--- src/sv/rtm_pkg.sv ---
// Shared constants and types for the Reinhard tone map pixel unit.
// No dependencies; every other file imports this package.
`timescale 1ns / 1ps

package rtm_pkg;

  localparam int CHAN_W             = 8;
  localparam int GAIN_W             = 24;
  localparam int GAIN_FRAC_BITS_DEF = 16;

  // Quotient is always below 255, so 8 bits; two bits are resolved per stage.
  localparam int Q_BITS         = 8;
  localparam int DIV_BITS_PER   = 2;
  localparam int DIV_STAGES     = Q_BITS / DIV_BITS_PER;
  // Multiply stage, numerator/denominator stage, then the division stages.
  localparam int PIPE_STAGES    = DIV_STAGES + 2;

  localparam int APB_ADDR_W = 3;
  localparam int APB_DATA_W = 32;

  typedef enum logic {
    REG_TONE_MAP_ENABLE = 1'b0,
    REG_EXPOSURE_GAIN   = 1'b1
  } reg_idx_t;

  typedef logic [PIPE_STAGES-1:0] stage_vec_t;

endpackage

--- src/sv/rtm_chan_pipe.sv ---
// Datapath for one color channel: multiply by gain, build numerator and
// denominator, then a restoring divider two quotient bits per stage. Uses rtm_pkg.
`timescale 1ns / 1ps

module rtm_chan_pipe import rtm_pkg::*; #(
  parameter int GainFracBits = GAIN_FRAC_BITS_DEF
) (
  input  logic              clk,
  input  stage_vec_t        adv,
  input  logic              tm_en,
  input  logic [GAIN_W-1:0] gain,
  input  logic [CHAN_W-1:0] c_in,
  output logic [CHAN_W-1:0] c_out
);

  localparam int CG_W  = CHAN_W + GAIN_W;
  localparam int K_W   = 8 + GainFracBits;
  localparam int DEN_W = ((CG_W > K_W) ? CG_W : K_W) + 1;
  localparam int REM_W = DEN_W + Q_BITS;

  logic [CG_W-1:0]   cg_r;
  logic [CHAN_W-1:0] ch_r  [PIPE_STAGES];
  // Index 0 holds the numerator/denominator stage, index j+1 the output of divide stage j.
  logic [REM_W-1:0]  rem_r [DIV_STAGES];
  logic [DEN_W-1:0]  den_r [DIV_STAGES];
  logic [Q_BITS-1:0] q_r   [DIV_STAGES];

  always_ff @(posedge clk) begin
    if (adv[0]) begin
      cg_r     <= CG_W'(c_in) * CG_W'(gain);
      ch_r[0]  <= c_in;
    end
    if (adv[1]) begin
      // 255*cg as a shift and subtract
      rem_r[0] <= REM_W'({cg_r, 8'b0}) - REM_W'(cg_r);
      den_r[0] <= DEN_W'(cg_r) + (DEN_W'(255) << GainFracBits);
      ch_r[1]  <= ch_r[0];
    end
  end

  for (genvar j = 0; j < DIV_STAGES; j++) begin : g_div
    logic [REM_W-1:0]  rem_nxt;
    logic [Q_BITS-1:0] q_nxt;

    always_comb begin
      logic [REM_W-1:0] trial;
      rem_nxt = rem_r[j];
      q_nxt   = (j == 0) ? '0 : q_r[(j == 0) ? 0 : j - 1];
      for (int k = 0; k < DIV_BITS_PER; k++) begin
        trial = REM_W'(den_r[j]) << (Q_BITS - 1 - j * DIV_BITS_PER - k);
        if (rem_nxt >= trial) begin
          rem_nxt = rem_nxt - trial;
          q_nxt   = {q_nxt[Q_BITS-2:0], 1'b1};
        end else begin
          q_nxt   = {q_nxt[Q_BITS-2:0], 1'b0};
        end
      end
    end

    always_ff @(posedge clk) begin
      if (adv[j+2]) begin
        q_r[j]    <= q_nxt;
        ch_r[j+2] <= ch_r[j+1];
      end
    end

    if (j < DIV_STAGES - 1) begin : g_carry
      always_ff @(posedge clk) begin
        if (adv[j+2]) begin
          rem_r[j+1] <= rem_nxt;
          den_r[j+1] <= den_r[j];
        end
      end
    end
  end

  assign c_out = tm_en ? q_r[DIV_STAGES-1] : ch_r[PIPE_STAGES-1];

endmodule

--- config.mk ---
export PLATFORM = sky130hd
export DESIGN_NAME = rtm_chan_pipe
export DESIGN_NICKNAME = d
export VERILOG_FILES = /design/src/sv/rtm_pkg.sv /design/src/sv/rtm_chan_pipe.sv
export SDC_FILE = /design/constraint.sdc
export NUM_CORES = 2
export LEC_CHECK = 0
export ABC_AREA = 1
export BUFFER_PORTS_ARGS = -buffer_cell sky130_fd_sc_hd__buf_2
export CAP_MARGIN = 20
export CELL_PAD_IN_SITES_DETAIL_PLACEMENT = 1
export CELL_PAD_IN_SITES_GLOBAL_PLACEMENT = 2
export CORE_AREA = 4 4 367 369
export DETAILED_ROUTE_END_ITERATION = 12
export DIE_AREA = 0 0 371 373
export PLACE_DENSITY_LB_ADDON = 0.1
export SYNTH_ARGS = -nofsm -noshare
export SYNTH_HDL_FRONTEND = slang
export SYNTH_SLANG_ARGS = --single-unit
--- constraint.sdc ---
create_clock -name clk -period 5.4 [get_ports clk]
set_input_delay 0.27 -clock clk [delete_from_list [all_inputs] [get_ports clk]]
set_output_delay 0.27 -clock clk [all_outputs]
set_load 0.02 [all_outputs]
==> qor.txt <==
TritonCTS Sinks: 392
Busiest grt layer: met2
Cell row count: 133
Clock Tree Buf Depth: 3
Type of the worst min-delay path: in2reg
Sequential fraction of the synthesis area: 0.300
Clk_lat worst skew: 650 ps
Reg2reg end: rem_r[3][31]
Pin count of the biggest net entering global routing: 61
Flop2flop setup slack: 290 ps
Vias in the first global route: 38800
Fin Hold WS: 101 ps
IO Port Bufs: 47
Synth Warn #: 0
Clk root buf: clkbuf_16
Max_cap viols: 0
Share of post-route cells with drive strength above 1: 0.126
Cells after Synth: 5324
Total length of routed wires: 163000 um
Post-Layout Inst Area: 0.0472 mm2
Final setup fails: 0
Final min period: 5110 ps
Fin nets: 6380
DRC: 0
Antenna-violating nets left: 0
Reg2Reg Depth: 24
Worst slew margin relative to its limit: 0.289
Die width: 371 um
Final core utilization: 0.360
Area grow syn2layout: 20.2%
Vias: 36800
Core Footprint: 0.131 mm2
Area post-placement: 0.0452 mm2
Global-route wire length before repair: 244000 um
Status: completed
GR Layer Usage met1: 0.311
H-Tree Depth: 2
Critical path required time: 5790 ps
Maximum clock frequency: 0.196 GHz
FF/Latch Area: 0.0118 mm2
Setup crit end: rem_r[3][31]
Start of the worst register-to-register path: den_r[2][31]
Syn Nets: 5845
Inserted Clock Buffers: 52
Drt wl/cell: 21.3 um
Via-to-Cell Ratio: 4.81
Area of the multi-input gates: 0.0239 mm2
Fin. Hold Viols: 0
Post-synth ARST share: 0
Measured slew at the worst slew-check pin: 1070 ps
Endpoint type of the worst setup path: register
WP data arrival: 5500 ps
Global Route met3 Usage: 0.0173
Die area: 0.138 mm2
Initial drt markers: 1957
Placer Congestion: 0.892
M2 GR Usage: 0.415
Filler Cells Inserted: 16300
Flip-flop and latch count after synthesis: 392
Netlist Area Pre-Place: 0.0392 mm2
RSZ-0062 raised after global routing: false
Initial antenna violation count: 7
Path type of the worst setup path: reg2reg
Setup ws final: 292 ps
Syn_area_per_cell: 7.37 um2
Clock Skews: 17.6 ps
CTS tree: built
Crit-path max FO: 15
Initial Utilization: 0.299
Max Transition Viols Final: 0
Fin crit share: 0.946
CP startpoint: den_r[2][31]
Post-DP HPWL: 142000 um
Clk slew on worst S/H paths: 60 ps
GRT Util Overall: 0.233
Overflow after GRT: 0
Library cells used by synthesis: 53
Die height: 373 um
EDFF count, synth: 392
TritonRoute pass-1 iters: 5
CP startpoint kind: register
Antenna cells: 0
Place WS: -101 ps
Top FF cell, synth: edfxtp_1
I/O pin count: 48
-- cells in the final DEF (no fill, tap or decap), types with 7 or more instances in the layout --
cell	n
a21oi_1	347
fa_1	139
clkinv_2	7
or2_2	12
o21ai_1	19
nand3_1	204
ha_1	335
xnor2_1	111
a21oi_2	15
o21ai_0	302
xor2_1	161
a21o_1	27
nand2_1	1517
and3_1	10
clkbuf_16	53
nand4_1	55
clkbuf_1	9
nor4_1	18
o21bai_1	32
a21boi_0	20
buf_12	9
ha_2	7
buf_4	520
clkinv_1	8
a31oi_1	37
nor2_1	417
nor2_2	12
inv_1	883
o211ai_1	9
mux2_2	8
o21a_1	15
edfxtp_1	392
nor3_1	54
buf_2	43
-- cell type report --
class,count,share of cell area
Multi-Input combinational cell,3950,0.506
Sequential cell,392,0.250
Timing Repair Buffer,574,0.0916
Inverter,889,0.0708
Tap cell,1755,0.0466
Clock buffer,62,0.0288
Clock inverter,32,0.00626
-- Yosys cell counts, types with 6 or more instances --
| cell type | number | share of area |
|---|---|---|
| a211oi_1 | 6 | 0.0011 |
| a21boi_0 | 20 | 0.0038 |
| a21o_1 | 27 | 0.0052 |
| a21oi_1 | 361 | 0.046 |
| a31oi_1 | 39 | 0.0062 |
| and3_1 | 10 | 0.0016 |
| buf_2 | 11 | 0.0014 |
| buf_4 | 7 | 0.0013 |
| clkbuf_1 | 55 | 0.0053 |
| clkbuf_2 | 15 | 0.0019 |
| edfxtp_1 | 392 | 0.30 |
| fa_1 | 139 | 0.071 |
| ha_1 | 342 | 0.11 |
| inv_1 | 885 | 0.085 |
| mux2_2 | 8 | 0.0023 |
| nand2_1 | 1517 | 0.15 |
| nand3_1 | 206 | 0.026 |
| nand3b_1 | 6 | 0.0011 |
| nand4_1 | 55 | 0.0088 |
| nor2_1 | 425 | 0.041 |
| nor2_2 | 6 | 0.00096 |
| nor3_1 | 59 | 0.0075 |
| nor4_1 | 20 | 0.0032 |
| o211ai_1 | 9 | 0.0017 |
| o21a_1 | 15 | 0.0029 |
| o21ai_0 | 316 | 0.040 |
| o21ai_1 | 7 | 0.00089 |
| o21bai_1 | 32 | 0.0061 |
| or2_2 | 12 | 0.0019 |
| xnor2_1 | 111 | 0.025 |
| xor2_1 | 161 | 0.036 |
-- cell families after synthesis --
| family | count (synthesis) | share of synthesized area |
|---|---|---|
| AOI/OAI and AO/OA | 851 | 0.118 |
| muxes | 8 | 0.00230 |
| adders and majority gates | 481 | 0.180 |
| and+or+nand+nor | 2338 | 0.243 |
| DFF | 392 | 0.300 |
| xor gates and xnor gates | 272 | 0.0607 |
| buffers and inverters | 982 | 0.0960 |
-- worst min path at each step --
stage	from	end	slack, ps	cells past startpoint
6_report	adv[1]	ch_r[1][4]	100	1
5_1_grt	adv[1]	ch_r[1][4]	60	1
4_1_cts	adv[1]	ch_r[1][7]	50	1
3_5_place_dp	ch_r[4][3]	ch_r[5][3]	410	0
3_3_place_gp	ch_r[0][4]	ch_r[1][4]	400	0
2_1_floorplan	c_in[0]	ch_r[0][0]	370	0
-- per-stage QoR --
| stage | TNS [ps] | cells |
|---|---|---|
| finish | 0 | 7654 |
| global route | 0 | 7654 |
| CTS | 0 | 7643 |
| detailed placement | -1400 | 7547 |
| global placement | -2620 | 7547 |
| floorplan | 0 | 5324 |
-- per-layer routing --
metal  routed length [um]  vias up  part of all wire
met1                75600    17900              0.46
met5                    0        -                 0
met3                 3790      127             0.023
li1                     -    18400                 -
met4                 3080        0             0.019
met2                80600      389              0.49
-- timing repair --
action,CTS,global route
endpoints found under the setup margin,28,115
setup buffers,1,11
pin swaps,0,2
gates resized for setup,3,59
endpoints found under the hold margin,4,0
hold buffers,1,0
-- critical path, cell delays in order, from the launching register on --
cell      delay (ps)
edfxtp_1         440
inv_1            160
ha_1             390
nand2_1           90
inv_1            120
nand2_1           80
or2_1            260
a21oi_1          340
nor2_2           110
nand2_4           90
inv_2             50
buf_4            190
o21ai_0          280
buf_4            180
ha_1             240
a21oi_1          260
o21ai_0          140
a21oi_1          220
o21ai_1          160
a21oi_1          270
o21ai_1          200
a21oi_1          310
xnor2_1          110
nand2_1           70
nand2_1           80
-- flip-flops by register name (all words and copies together), names as in the netlist --
name and count:
cg_r 32, ch_r 48, den_r 130, q_r 20, rem_r 162
Power is not shown: default switching activity piles up to over one toggle a cycle in this logic, so the estimate is an artifact.
